==> src/design/mpgr_pkg.sv <==
// Shared types and constants of the Morse pulse/gap receiver.
// Used by every module of the block; depends on nothing else.
`timescale 1ns / 1ps

package mpgr_pkg;

  // Timing counter, saturating.
  localparam int CNT_W = 16;
  localparam logic [CNT_W-1:0] CNT_MAX = '1;

  // Letter storage.
  localparam int MAX_ELEMENTS = 7;
  localparam int ELEM_CAP = (MAX_ELEMENTS > 7) ? 7 : MAX_ELEMENTS;
  localparam int ELEM_W = 7;
  localparam int LEN_W = 3;

  // Frame item count.
  localparam int FRAME_CAPACITY = 63;
  localparam int ITEMS_W = $clog2(FRAME_CAPACITY + 1);

  // Result kinds.
  localparam logic [1:0] KIND_LETTER = 2'd0;
  localparam logic [1:0] KIND_SPACE = 2'd1;
  localparam logic [1:0] KIND_END = 2'd2;

  // Configuration register map.
  localparam int NUM_REGS = 5;
  localparam int DATA_W = 32;
  localparam int REG_W = 16;
  localparam int IDX_W = $clog2(NUM_REGS);
  localparam int PADDR_W = IDX_W + 2;
  localparam logic [IDX_W-1:0] REG_MIN_PULSE = 3'd0;
  localparam logic [IDX_W-1:0] REG_DOT_DASH = 3'd1;
  localparam logic [IDX_W-1:0] REG_ELEM_GAP = 3'd2;
  localparam logic [IDX_W-1:0] REG_WORD_GAP = 3'd3;
  localparam logic [IDX_W-1:0] REG_FRAME_END = 3'd4;

  localparam logic [REG_W-1:0] RST_MIN_PULSE = 16'd50;
  localparam logic [REG_W-1:0] RST_DOT_DASH = 16'd200;
  localparam logic [REG_W-1:0] RST_ELEM_GAP = 16'd200;
  localparam logic [REG_W-1:0] RST_WORD_GAP = 16'd500;
  localparam logic [REG_W-1:0] RST_FRAME_END = 16'd1500;

  // Queue between classifier and result side.
  localparam int QUEUE_DEPTH = 4;
  localparam int PTR_W = $clog2(QUEUE_DEPTH);
  localparam int RES_CNT_W = 2;

  typedef struct packed {
    logic [REG_W-1:0] min_pulse_ms;
    logic [REG_W-1:0] dot_dash_limit_ms;
    logic [REG_W-1:0] element_gap_max_ms;
    logic [REG_W-1:0] word_gap_limit_ms;
    logic [REG_W-1:0] frame_end_ms;
  } cfg_t;

  typedef struct packed {
    logic [1:0]        kind;
    logic [ELEM_W-1:0] bits;
    logic [LEN_W-1:0]  len;
  } result_t;

  // All words produced by one sample; res0 goes out first.
  typedef struct packed {
    logic [RES_CNT_W-1:0] cnt;
    result_t              res0;
    result_t              res1;
  } entry_t;

endpackage

==> src/design/morse_pulse_gap_receiver_top.sv <==
// Top level of the Morse pulse/gap receiver: configuration registers,
// classifying front end, entry queue and word-serializing back end.
// Depends on mpgr_pkg, mpgr_regs, mpgr_front, mpgr_fifo and mpgr_back.
`timescale 1ns / 1ps

// The receiver takes one line sample per clock cycle (push while full is
// low) and updates its edge timer and letter state in that same cycle. Each
// sample yields zero, one or two result words; they are queued as one entry
// in a four-entry queue, and the result side hands out one word per cycle
// while pop is high, so a sample with two words holds the result port for
// two pops. full rises only when four entries wait, i.e. when the consumer
// falls behind. There is no start-up sweep; sampling starts as reset ends.
// Configuration registers sit at byte addresses 0, 4, 8, 12 and 16 and
// should be written only while the queue is empty and no sample is arriving.

module morse_pulse_gap_receiver_top (
  input  logic                         clk_i,
  input  logic                         rst_ni,
  input  logic                         psel,
  input  logic                         penable,
  input  logic                         pwrite,
  input  logic [mpgr_pkg::PADDR_W-1:0] paddr,
  input  logic [mpgr_pkg::DATA_W-1:0]  pwdata,
  output logic [mpgr_pkg::DATA_W-1:0]  prdata,
  output logic                         pready,
  input  logic                         push,
  output logic                         full,
  input  logic                         line_high_i,
  output logic                         empty,
  input  logic                         pop,
  output logic [1:0]                   kind_o,
  output logic [mpgr_pkg::ELEM_W-1:0]  pattern_bits_o,
  output logic [mpgr_pkg::LEN_W-1:0]   pattern_len_o,
  output logic                         last_o
);
  import mpgr_pkg::*;

  cfg_t   cfg;
  entry_t wr_entry, head;
  logic   accept, fifo_wr, fifo_rd, fifo_empty;

  assign accept = push & ~full;

  mpgr_regs u_regs (
    .clk_i   (clk_i),
    .rst_ni  (rst_ni),
    .psel    (psel),
    .penable (penable),
    .pwrite  (pwrite),
    .paddr   (paddr),
    .pwdata  (pwdata),
    .prdata  (prdata),
    .pready  (pready),
    .cfg_o   (cfg)
  );

  mpgr_front u_front (
    .clk_i       (clk_i),
    .rst_ni      (rst_ni),
    .cfg_i       (cfg),
    .line_high_i (line_high_i),
    .accept_i    (accept),
    .wr_o        (fifo_wr),
    .entry_o     (wr_entry)
  );

  mpgr_fifo u_fifo (
    .clk_i   (clk_i),
    .rst_ni  (rst_ni),
    .wr_i    (fifo_wr),
    .wdata_i (wr_entry),
    .rd_i    (fifo_rd),
    .rdata_o (head),
    .full_o  (full),
    .empty_o (fifo_empty)
  );

  mpgr_back u_back (
    .clk_i          (clk_i),
    .rst_ni         (rst_ni),
    .head_i         (head),
    .fifo_empty_i   (fifo_empty),
    .rd_o           (fifo_rd),
    .pop            (pop),
    .empty          (empty),
    .kind_o         (kind_o),
    .pattern_bits_o (pattern_bits_o),
    .pattern_len_o  (pattern_len_o),
    .last_o         (last_o)
  );

endmodule

==> src/design/mpgr_regs.sv <==
// APB-style configuration registers of the Morse pulse/gap receiver.
// Depends on mpgr_pkg.
`timescale 1ns / 1ps

module mpgr_regs (
  input  logic                         clk_i,
  input  logic                         rst_ni,
  input  logic                         psel,
  input  logic                         penable,
  input  logic                         pwrite,
  input  logic [mpgr_pkg::PADDR_W-1:0] paddr,
  input  logic [mpgr_pkg::DATA_W-1:0]  pwdata,
  output logic [mpgr_pkg::DATA_W-1:0]  prdata,
  output logic                         pready,
  output mpgr_pkg::cfg_t               cfg_o
);
  import mpgr_pkg::*;

  cfg_t cfg_q, cfg_d;
  logic [IDX_W-1:0] idx;
  logic wr_en;
  logic [REG_W-1:0] rd_val;

  assign idx = paddr[PADDR_W-1:2];
  assign wr_en = psel & penable & pwrite;
  assign pready = 1'b1;

  always_comb begin
    cfg_d = cfg_q;
    if (wr_en) begin
      unique case (idx)
        REG_MIN_PULSE: cfg_d.min_pulse_ms = pwdata[REG_W-1:0];
        REG_DOT_DASH: cfg_d.dot_dash_limit_ms = pwdata[REG_W-1:0];
        REG_ELEM_GAP: cfg_d.element_gap_max_ms = pwdata[REG_W-1:0];
        REG_WORD_GAP: cfg_d.word_gap_limit_ms = pwdata[REG_W-1:0];
        REG_FRAME_END: cfg_d.frame_end_ms = pwdata[REG_W-1:0];
        default: cfg_d = cfg_q;
      endcase
    end
  end

  always_comb begin
    unique case (idx)
      REG_MIN_PULSE: rd_val = cfg_q.min_pulse_ms;
      REG_DOT_DASH: rd_val = cfg_q.dot_dash_limit_ms;
      REG_ELEM_GAP: rd_val = cfg_q.element_gap_max_ms;
      REG_WORD_GAP: rd_val = cfg_q.word_gap_limit_ms;
      REG_FRAME_END: rd_val = cfg_q.frame_end_ms;
      default: rd_val = '0;
    endcase
  end

  assign prdata = {{(DATA_W - REG_W){1'b0}}, rd_val};

  always_ff @(posedge clk_i or negedge rst_ni) begin
    if (!rst_ni) begin
      cfg_q.min_pulse_ms <= RST_MIN_PULSE;
      cfg_q.dot_dash_limit_ms <= RST_DOT_DASH;
      cfg_q.element_gap_max_ms <= RST_ELEM_GAP;
      cfg_q.word_gap_limit_ms <= RST_WORD_GAP;
      cfg_q.frame_end_ms <= RST_FRAME_END;
    end else begin
      cfg_q <= cfg_d;
    end
  end

  assign cfg_o = cfg_q;

endmodule

==> src/design/mpgr_front.sv <==
// Front end: tracks line level and edge timing, classifies pulses and gaps,
// and builds the words produced by each sample. Depends on mpgr_pkg.
`timescale 1ns / 1ps

module mpgr_front (
  input  logic             clk_i,
  input  logic             rst_ni,
  input  mpgr_pkg::cfg_t   cfg_i,
  input  logic             line_high_i,
  input  logic             accept_i,
  output logic             wr_o,
  output mpgr_pkg::entry_t entry_o
);
  import mpgr_pkg::*;

  logic               prev_q, prev_d;
  logic [CNT_W-1:0]   since_q, since_d;
  logic               fo_q, fo_d;
  logic [ELEM_W-1:0]  bits_q, bits_d;
  logic [LEN_W-1:0]   len_q, len_d;
  logic [ITEMS_W-1:0] items_q, items_d;
  logic               pws_q, pws_d;

  logic [CNT_W-1:0]   count, since1;
  logic               lvl_change, gap_end, pulse_end;
  logic               fo1, pws1;
  logic [ELEM_W-1:0]  bits1;
  logic [LEN_W-1:0]   len1;
  logic [ITEMS_W-1:0] items1, items2, items3;
  logic               pws2, pws3;
  logic               gap_fire, end_fire, flush_on, add_space, do_end;
  logic               let_em, sp_em, end_em;
  result_t            letter_r, second_r;

  assign count = (since_q == CNT_MAX) ? since_q : since_q + 1'b1;
  assign lvl_change = line_high_i ^ prev_q;
  assign gap_end = lvl_change & prev_q;
  assign pulse_end = lvl_change & ~prev_q;
  assign since1 = lvl_change ? '0 : count;

  // A finished low pulse opens a frame if needed and may add an element.
  always_comb begin
    fo1 = fo_q;
    bits1 = bits_q;
    len1 = len_q;
    items1 = items_q;
    pws1 = pws_q;
    if (pulse_end) begin
      if (!fo_q) begin
        fo1 = 1'b1;
        bits1 = '0;
        len1 = '0;
        items1 = '0;
        pws1 = 1'b0;
      end
      if (count >= cfg_i.min_pulse_ms && len1 < LEN_W'(ELEM_CAP)) begin
        if (count >= cfg_i.dot_dash_limit_ms) begin
          bits1 = bits1 | (ELEM_W'(1) << len1);
        end
        len1 = len1 + 1'b1;
      end
    end
  end

  // A classified gap and the quiet-line timeout never fire on the same sample,
  // so one flush path serves both.
  assign gap_fire = gap_end & fo_q & (count >= cfg_i.element_gap_max_ms);
  assign end_fire = fo1 & line_high_i & (since1 >= cfg_i.frame_end_ms);
  assign flush_on = gap_fire | end_fire;
  assign add_space = gap_fire & (count >= cfg_i.word_gap_limit_ms)
                   & (count < cfg_i.frame_end_ms);
  assign do_end = end_fire | (gap_fire & (count >= cfg_i.word_gap_limit_ms)
                & (count >= cfg_i.frame_end_ms));

  assign let_em = flush_on & (len1 != '0) & (items1 < ITEMS_W'(FRAME_CAPACITY));
  assign items2 = items1 + ITEMS_W'(let_em);
  assign pws2 = let_em ? 1'b0 : pws1;
  assign sp_em = add_space & (items2 != '0) & ~pws2
               & (items2 < ITEMS_W'(FRAME_CAPACITY));
  assign items3 = items2 + ITEMS_W'(sp_em);
  assign pws3 = sp_em | pws2;
  assign end_em = do_end & (items3 != '0);

  always_comb begin
    letter_r.kind = KIND_LETTER;
    letter_r.bits = bits1;
    letter_r.len = len1;
    second_r.kind = sp_em ? KIND_SPACE : KIND_END;
    second_r.bits = '0;
    second_r.len = '0;
    entry_o.cnt = RES_CNT_W'(let_em) + RES_CNT_W'(sp_em) + RES_CNT_W'(end_em);
    entry_o.res0 = let_em ? letter_r : second_r;
    entry_o.res1 = second_r;
  end

  assign wr_o = accept_i & (let_em | sp_em | end_em);

  always_comb begin
    prev_d = prev_q;
    since_d = since_q;
    fo_d = fo_q;
    bits_d = bits_q;
    len_d = len_q;
    items_d = items_q;
    pws_d = pws_q;
    if (accept_i) begin
      prev_d = line_high_i;
      since_d = since1;
      if (do_end) begin
        fo_d = 1'b0;
        bits_d = '0;
        len_d = '0;
        items_d = '0;
        pws_d = 1'b0;
      end else if (flush_on) begin
        fo_d = fo1;
        bits_d = '0;
        len_d = '0;
        items_d = items3;
        pws_d = pws3;
      end else begin
        fo_d = fo1;
        bits_d = bits1;
        len_d = len1;
        items_d = items1;
        pws_d = pws1;
      end
    end
  end

  always_ff @(posedge clk_i or negedge rst_ni) begin
    if (!rst_ni) begin
      prev_q <= 1'b1;
      since_q <= '0;
      fo_q <= 1'b0;
      bits_q <= '0;
      len_q <= '0;
      items_q <= '0;
      pws_q <= 1'b0;
    end else begin
      prev_q <= prev_d;
      since_q <= since_d;
      fo_q <= fo_d;
      bits_q <= bits_d;
      len_q <= len_d;
      items_q <= items_d;
      pws_q <= pws_d;
    end
  end

`ifndef SYNTHESIS
  a_items_cap: assert property (@(posedge clk_i) disable iff (!rst_ni)
    items_q <= ITEMS_W'(FRAME_CAPACITY))
    else $error("frame item count above capacity");
  a_len_cap: assert property (@(posedge clk_i) disable iff (!rst_ni)
    len_q <= LEN_W'(ELEM_CAP))
    else $error("letter longer than element limit");
  a_closed_clean: assert property (@(posedge clk_i) disable iff (!rst_ni)
    !fo_q |-> (len_q == '0 && items_q == '0))
    else $error("letter or items held while no frame is open");
`endif

endmodule

==> src/design/mpgr_fifo.sv <==
// Short queue of per-sample result entries between front and back ends.
// Depends on mpgr_pkg.
`timescale 1ns / 1ps

module mpgr_fifo (
  input  logic             clk_i,
  input  logic             rst_ni,
  input  logic             wr_i,
  input  mpgr_pkg::entry_t wdata_i,
  input  logic             rd_i,
  output mpgr_pkg::entry_t rdata_o,
  output logic             full_o,
  output logic             empty_o
);
  import mpgr_pkg::*;

  entry_t           mem_q [QUEUE_DEPTH];
  logic [PTR_W-1:0] wr_ptr_q, wr_ptr_d, rd_ptr_q, rd_ptr_d;
  logic [PTR_W:0]   count_q, count_d;
  logic             do_wr, do_rd;

  assign full_o = (count_q == (PTR_W + 1)'(QUEUE_DEPTH));
  assign empty_o = (count_q == '0);
  assign do_wr = wr_i & ~full_o;
  assign do_rd = rd_i & ~empty_o;
  assign rdata_o = mem_q[rd_ptr_q];

  always_comb begin
    wr_ptr_d = wr_ptr_q;
    rd_ptr_d = rd_ptr_q;
    if (do_wr) begin
      wr_ptr_d = (wr_ptr_q == PTR_W'(QUEUE_DEPTH - 1)) ? '0 : wr_ptr_q + 1'b1;
    end
    if (do_rd) begin
      rd_ptr_d = (rd_ptr_q == PTR_W'(QUEUE_DEPTH - 1)) ? '0 : rd_ptr_q + 1'b1;
    end
    count_d = count_q + (PTR_W + 1)'(do_wr) - (PTR_W + 1)'(do_rd);
  end

  always_ff @(posedge clk_i) begin
    if (do_wr) begin
      mem_q[wr_ptr_q] <= wdata_i;
    end
  end

  always_ff @(posedge clk_i or negedge rst_ni) begin
    if (!rst_ni) begin
      wr_ptr_q <= '0;
      rd_ptr_q <= '0;
      count_q <= '0;
    end else begin
      wr_ptr_q <= wr_ptr_d;
      rd_ptr_q <= rd_ptr_d;
      count_q <= count_d;
    end
  end

`ifndef SYNTHESIS
  a_no_overflow: assert property (@(posedge clk_i) disable iff (!rst_ni)
    full_o |=> (count_q == $past(count_q) || count_q == $past(count_q) - 1'b1))
    else $error("queue written while full");
`endif

endmodule

==> src/design/mpgr_back.sv <==
// Back end: hands the words of each queued entry out one at a time and
// marks the final word of a sample. Depends on mpgr_pkg.
`timescale 1ns / 1ps

module mpgr_back (
  input  logic                        clk_i,
  input  logic                        rst_ni,
  input  mpgr_pkg::entry_t            head_i,
  input  logic                        fifo_empty_i,
  output logic                        rd_o,
  input  logic                        pop,
  output logic                        empty,
  output logic [1:0]                  kind_o,
  output logic [mpgr_pkg::ELEM_W-1:0] pattern_bits_o,
  output logic [mpgr_pkg::LEN_W-1:0]  pattern_len_o,
  output logic                        last_o
);
  import mpgr_pkg::*;

  logic    sub_q, sub_d;
  logic    pop_acc, two_words;
  result_t cur;

  assign two_words = (head_i.cnt == RES_CNT_W'(2));
  assign pop_acc = pop & ~fifo_empty_i;
  assign cur = sub_q ? head_i.res1 : head_i.res0;

  assign empty = fifo_empty_i;
  assign kind_o = cur.kind;
  assign pattern_bits_o = cur.bits;
  assign pattern_len_o = cur.len;
  assign last_o = sub_q | ~two_words;

  // The entry leaves the queue only once its final word is taken.
  assign rd_o = pop_acc & (sub_q | ~two_words);
  assign sub_d = pop_acc ? (~sub_q & two_words) : sub_q;

  always_ff @(posedge clk_i or negedge rst_ni) begin
    if (!rst_ni) begin
      sub_q <= 1'b0;
    end else begin
      sub_q <= sub_d;
    end
  end

`ifndef SYNTHESIS
  a_head_nonempty: assert property (@(posedge clk_i) disable iff (!rst_ni)
    !fifo_empty_i |-> head_i.cnt != '0)
    else $error("queued entry carries no word");
  a_second_pending: assert property (@(posedge clk_i) disable iff (!rst_ni)
    sub_q |-> (!fifo_empty_i && two_words))
    else $error("second word selected without a two-word entry");
`endif

endmodule
==> config.mk <==
export PLATFORM = sky130hd
export DESIGN_NAME = morse_pulse_gap_receiver_top
export DESIGN_NICKNAME = d
export VERILOG_FILES = /design/src/design/mpgr_pkg.sv /design/src/design/morse_pulse_gap_receiver_top.sv /design/src/design/mpgr_regs.sv /design/src/design/mpgr_front.sv /design/src/design/mpgr_fifo.sv /design/src/design/mpgr_back.sv
export SDC_FILE = /design/constraint.sdc
export NUM_CORES = 1
export LEC_CHECK = 0
export BUFFER_PORTS_ARGS = -buffer_cell sky130_fd_sc_hd__buf_2
export CORE_MARGIN = 4
export CORE_UTILIZATION = 25
export DETAILED_ROUTE_END_ITERATION = 12
export REMOVE_ABC_BUFFERS = 1
export SLEW_MARGIN = 5
export SYNTH_ARGS = -nofsm -noshare
export SYNTH_HDL_FRONTEND = slang
export SYNTH_SLANG_ARGS = --single-unit
==> constraint.sdc <==
create_clock -name clk_i -period 8.7 [get_ports clk_i]
set_input_delay 0.87 -clock clk_i [delete_from_list [all_inputs] [get_ports clk_i]]
set_output_delay 0.87 -clock clk_i [all_outputs]
set_load 0.02 [all_outputs]
Word level (Yosys, flattened, before mapping)
Memory sizes are Yosys's and may differ from the RTL's.
Cells that the tools add are included.
Operators by class
  add/subtract/negate cells: 10
  multipliers: 0
  divide/modulo/power cells: 0
  magnitude comparators: 10
  equal/unequal tests: 9
  shifts and indexed selects: 1
  muxes and demuxes: 34
  bitwise operators: 38
  reductions and logical operators: 11
Operators with widths (number)
  >= comparator 16 bit: 6
  case mux 16 bit (5 select lines): 1
  2-to-1 mux 7 bit: 7
  2-to-1 mux 16 bit: 2
  bitwise AND 1 bit: 24
  2-to-1 mux 12 bit: 2
  2-to-1 mux 6 bit: 4
  2-to-1 mux 3 bit: 6
  adder 16 x 1 -> 16 bit, second input constant: 1
  equality test 16 bit, second input constant: 1
  less-than comparator 16 bit: 1
  adder 6 x 1 -> 6 bit: 2
  less-than comparator 6 bit, second input constant: 2
  nonzero test 6 bit: 2
  AND reduction 2 bit: 5
  2-to-1 mux 1 bit: 9
  bitwise OR 7 bit: 1
  left shift 1 x 3 -> 7 bit, first input constant: 1
  equality test 2 bit, second input constant: 3
  equality test 3 x 2 -> 1 bit, second input constant: 2
  equality test 3 bit, second input constant: 2
  logical NOT 3 bit: 2
  2-to-1 mux 2 bit: 3
  inverter 1 bit: 6
  other kinds (12): 18
Word-level totals
  bits in registers: 123
  bits in latches: 0
  bits in writable memories: 64
  ROM bits: 0
  bits of input ports: 45
  output and inout bits: 48
  memories: 1
Memory list
  u_fifo.mem_q: words 4, width 16, read ports 1, clocked after Yosys merged registers in 0, wr ports 1, line mpgr_fifo.sv:17  | entry_t mem_q [QUEUE_DEPTH];

Longest topological paths before layout
  depth after elaboration: 23
  depth in mapped cells: 40

Cells and area by module
From an unflattened synthesis, not the netlist that was laid out.
Second synthesis, totals
  cell total of the unflattened synthesis: 1092
  area total of the unflattened synthesis: 13329.0 um^2
By module, submodules not included
  mpgr_front: instances 1, cells each 620, area an instance 4982.3 um^2
  mpgr_fifo: instances 1, cells each 180, area an instance 4230.3 um^2
  mpgr_regs: instances 1, cells each 271, area an instance 3880.0 um^2
  mpgr_back: instances 1, cells each 20, area an instance 222.7 um^2
  morse_pulse_gap_receiver_top: instances 1, cells each 1, area an instance 13.8 um^2

Worst setup path before layout
Ideal clock, no wire load.
  path kind: register to register
  start point: register u_front.since_q[2]
  end point: register u_fifo.count_q[1]
  setup time: 64 ps
  arrival: 7984 ps
  setup slack: 652 ps
  stages on the path, launching flop included: 39
  period minus slack after synthesis: 8048 ps
  cells stage by stage: dfrtp_1 > and3_1 > and4_1 > and4_1 > nand2b_1 > clkbuf_1 > and4_1 > clkbuf_1 > nand2_1 > xnor2_1 > ha_1 > a21o_1 > a221oi_1 > nor2_1 > a211oi_4 > a211oi_1 > a221oi_2 > a31o_2 > [3 not listed] > nand3_1 > xor2_1 > nor2_1 > or4b_1 > o211ai_1 > nor3_1 > o21ai_1 > inv_1 > ha_1 > and3_1 > xor2_1 > or3_1 > o31a_1 > o31a_4 > ha_1 > inv_1 > fa_1 > inv_1
Between the ends
  word-level cells in the longest chain between the ends: 22
  elaborated cells on any way between the ends: 40
  those cells by class: add/sub: 5; order compare: 7; eq/ne: 1; mux: 5; bitwise: 18; reduce/logical: 4
Ends and longest elaborated chain
  start, declared: line mpgr_front.sv:17  | logic [CNT_W-1:0] since_q, since_d;
  start signal, assigned: line mpgr_front.sv:142  | since_q <= since_d;
  adder 16 x 1 -> 16 bit / equality test 16 bit (equally long branches): line mpgr_front.sv:35  | assign count = (since_q == CNT_MAX) ? since_q : since_q + 1'b1;
  2-to-1 mux 16 bit *: line mpgr_front.sv:35
  parallel branches: the longest is 15 deep, another holds >= comparator 16 bit
  bitwise OR 1 bit *: line mpgr_front.sv:96  | assign wr_o = accept_i & (let_em | sp_em | end_em);
  bitwise AND 1 bit *: line mpgr_front.sv:96
  bitwise AND 1 bit *: line mpgr_fifo.sv:24  | assign do_wr = wr_i & ~full_o;
  net u_fifo.do_wr: line mpgr_fifo.sv:20  | logic do_wr, do_rd;
  adder 3 x 1 -> 3 bit *: line mpgr_fifo.sv:37  | count_d = count_q + (PTR_W + 1)'(do_wr) - (PTR_W + 1)'(do_rd);
  subtractor 3 x 1 -> 3 bit *: line mpgr_fifo.sv:37
  net u_fifo.count_d[1]: line mpgr_fifo.sv:19  | logic [PTR_W:0] count_q, count_d;
  end signal, assigned: line mpgr_fifo.sv:54  | count_q <= count_d;
  end, declared: line mpgr_fifo.sv:19
Mark *: on every way through the listed nets, which the timed path passes.
A chain may end at the register's enable or synchronous reset.

Worst setup path after layout
Ends and elaborated chain as after synthesis.

==> impl_metrics.csv <==
group,metric,value,unit
outcome,outcome,"completed",
clock_tree,cts.sink_count,187,
clock_tree,hold_buffers,0,
yosys,yosys.area_share.simple,11.0,%
cells_and_area,final_util,29.4,%
power_and_ir_drop,seq_power_share,40.4,%
power_and_ir_drop,power_density,218,mW/mm2
cells_and_area,mostFrequentLayoutCells,"ha_1, nand2_1, dfrtp_1, inv_1, edfxtp_1",
timing,period_minus_slack,8.24,ns
yosys,synth_xor_area_share,1.71,%
global_route,grtUsageTotal,12.2,%
drt,wirelength,28.8,mm
cells_and_area,nNetsFinal,1281,
die,die-area,0.0484,mm2
setup_path,cp.arrival,8.65,ns
timing,final-hold-violation-count,0,
clock_tree,clock-root-buffer,"clkbuf_16",
power_and_ir_drop,p_sw_share,36.7,%
yosys,yosysTopAreaCellShare,22.3,%
yosys,async_flop_share,65.8,%
cells_and_area,nFillCells,4605,
yosys,synth-edff-count,64,
global_route,grt_antenna_before_repair,2,
placement,placed_area,0.0122,mm2
die,initial_core_util,25.4,%
timing,hold_ws,0.493,ns
global_route,overflow,0,
cells_and_area,drive_above_1_share,20.9,%
die,row_count,77,
die,core,0.0443,mm2
yosys,synth-seq-cells,187,
clock_tree,clk_latency,0.46,ns
placement,hpwl,20.6,mm
setup_path,critPathTopFamily,"simple AND/OR/NAND/NOR gates",
setup_path,crit_type,"reg -> reg",
power_and_ir_drop,p_int,0.00180,W
yosys,ys.flop_type,"dfrtp_1",
yosys,syn_inst,1054,
yosys,synth_mux_area_share,8.37,%
clock_tree,cts_inserted_buffers,17,
clock_tree,path_clk_slew,0.09,ns
timing,fmax,121,MHz
power_and_ir_drop,switching_power,0.00105,W
timing,drv_slew,0,
timing,fin_crit_sh,94.7,%
run,drv_cap,0,
drt,dr.pass1.iters,5,
die,die_y,220,um
yosys,synth_cell_types,67,
drt,final_antenna_net_count,0,
yosys,avgSynthCellArea,10.7,um2
drt,initialDrtViolationCount,576,
setup_path,crit_path_frequent_cell,"ha_1",
yosys,ys.warnings.count,0,
cells_and_area,area_growth,16.1,%
power_and_ir_drop,peakVddDrop,0.149,mV
setup_path,critPathMaxStageDelay,0.49,ns
drt,vias_per_cell,4.72,
yosys,synth_top_family_by_area,"compound AO/OA/AOI/OAI gates",
setup_path,crit_buf_inv,5,
clock_tree,cts_tree,"built",
cells_and_area,design_area,0.0130,mm2
yosys,syn_area,0.0112,mm2
setup_path,worstPathMaxFanout,7,
drt,vias,8149,
timing,setup_tns,0,ns
power_and_ir_drop,clock_power_share,29.5,%
power_and_ir_drop,combPwrFrac,30.0,%
min_path,hp-class,"reg -> reg",
global_route,grt_max_degree,70,
yosys,yosys-top-cells-area,"dfrtp_1, edfxtp_1, ha_1",
drt,drc_errors,0,
clock_tree,h-tree-depth,4,
global_route,grt_pass1_vias,8213,
drt,wl_per_cell,16.7,um
clock_tree,clockBufferDepth,2,
die,die_x,220,um
setup_path,cp.required,9.11,ns
placement,gp_congestion,0.843,
cells_and_area,mostFrequentLayoutCell,"ha_1",
power_and_ir_drop,p_leak,5.76,nW
yosys,synth_compound_area_share,15.4,%
yosys,yosysTopAreaCell,"dfrtp_1",
yosys,ys_seq_area_share,44.8,%
placement,numPortBuffers,57,
setup_path,end_kind,"flip-flop",
timing,timing.slew.headroom,12.8,%
global_route,grt_pass1_wl,45.9,mm
timing,setup_viol,0,
die,pin_count,93,
setup_path,crit_path_top_delay_cell,"or4b_1",
timing,finClkSkew,0.0102,ns
timing,worst_pin_slew,1.30,ns
setup_path,cp-start-kind,"flip-flop",
yosys,yosys.area_share.adder,13.2,%
## layout make-up
class	count	area, um2	area share [%]
multi-input cells	733	5770	44.2
flip-flops and latches	187	5030	38.6
well taps	592	741	5.68
repair buffers	85	498	3.82
clock buffers	17	425	3.26
inverters	95	357	2.73
clock inverters	15	215	1.65
diodes	2	5.00	0.0384
## path summary, 6_finish.rpt
path                                           startpoint                        endpoint  slack, ns  cells past startpoint
max                        u_front.since_q[2]$_DFFE_PN0P_     u_fifo.count_q[1]$_DFF_PN0_       0.46                     37
min                           u_fifo.count_q[2]$_DFF_PN0_     u_fifo.count_q[2]$_DFF_PN0_       0.49                      1
max reg2reg                u_front.since_q[2]$_DFFE_PN0P_     u_fifo.count_q[1]$_DFF_PN0_       0.46                     37
min reg2reg                   u_fifo.count_q[2]$_DFF_PN0_     u_fifo.count_q[2]$_DFF_PN0_       0.49                      1
max in group asynchronous                          rst_ni  u_front.since_q[5]$_DFFE_PN0P_       6.84                      2
min in group asynchronous                          rst_ni   u_front.bits_q[2]$_DFFE_PN0P_       0.55                      1
## cells by family after synthesis
group,count (synthesis)
AO/OA/AOI/OAI,257
AND/OR/NAND/NOR,252
flip-flops,187
buffers and inverters,149
adder cells (fa/ha/maj),117
multiplexers,68
XOR/XNOR,22
other,2
## power groups by stage
| stage | combinational, W | sequential [W] | clock [W] |
|---|---|---|---|
| floorplan | 0.000595 | 0.00113 | 0 |
| global placement | 0.000832 | 0.00116 | 0 |
| detailed placement | 0.000848 | 0.00117 | 0 |
| CTS | 0.000857 | 0.00115 | 0.000860 |
| global route | 0.000968 | 0.00117 | 0.000902 |
| finish | 0.000855 | 0.00115 | 0.000841 |
## worst reg2reg max path, delay by kind of cell (launching register included)
family / cells / cell delay [ns]
adder cells (fa/ha/maj): 6 / 1.54
AO/OA/AOI/OAI: 9 / 2.32
AND/OR/NAND/NOR: 14 / 2.95
buffers and inverters: 5 / 0.45
XOR/XNOR: 3 / 0.49
flip-flops: 1 / 0.44
## flip-flops by register name (all words and copies together), names as in the netlist
name and flops:
u_fifo.rd_ptr_q 2, u_front.pws_q 1, u_regs.cfg_o 80, u_front.bits_q 7, u_front.since_q 16, u_front.prev_q 1, u_fifo.mem_q 64, u_back.sub_q 1
u_fifo.count_q 3, u_fifo.wr_ptr_q 2, u_front.fo_q 1, u_front.items_q 6, u_front.len_q 3
## synth_stat cells (all sizes together) (19+ instances only)
cell,instances
ha,115
dfrtp,100
nand2,100
inv,95
o21ai,83
edfxtp,64
mux2,52
clkbuf,35
nor2,34
a22oi,32
a21oi,30
and2,23
dfstp,23
a21o,19
buf,19
## metal layers
metal | global-route usage [%] | part of all wire (%) | up-vias
met5 | 0 | 0 | -
met4 | 3.91 | 1.8 | 0
met3 | 2.37 | 4.6 | 36
met2 | 19.1 | 46 | 175
met1 | 16.9 | 47 | 4000
li1 | - | - | 3938
## through the flow
stage	cells	setup slack, ns	total power [W]
2_1_floorplan	1015	0.848	0.00172
3_3_place_gp	1685	0.118	0.00200
3_5_place_dp	1685	0.00199	0.00202
4_1_cts	1717	0.168	0.00287
5_1_grt	1726	-0.00865	0.00304
6_report	1726	0.463	0.00285
## repair_timing
action,4_1_cts,5_1_grt
endpoints found under the setup margin,32,70
gates cloned,0,0
pin swaps,0,4
setup buffers,0,7
resized for setup,2,22
Power figures use the tool's default switching activity.
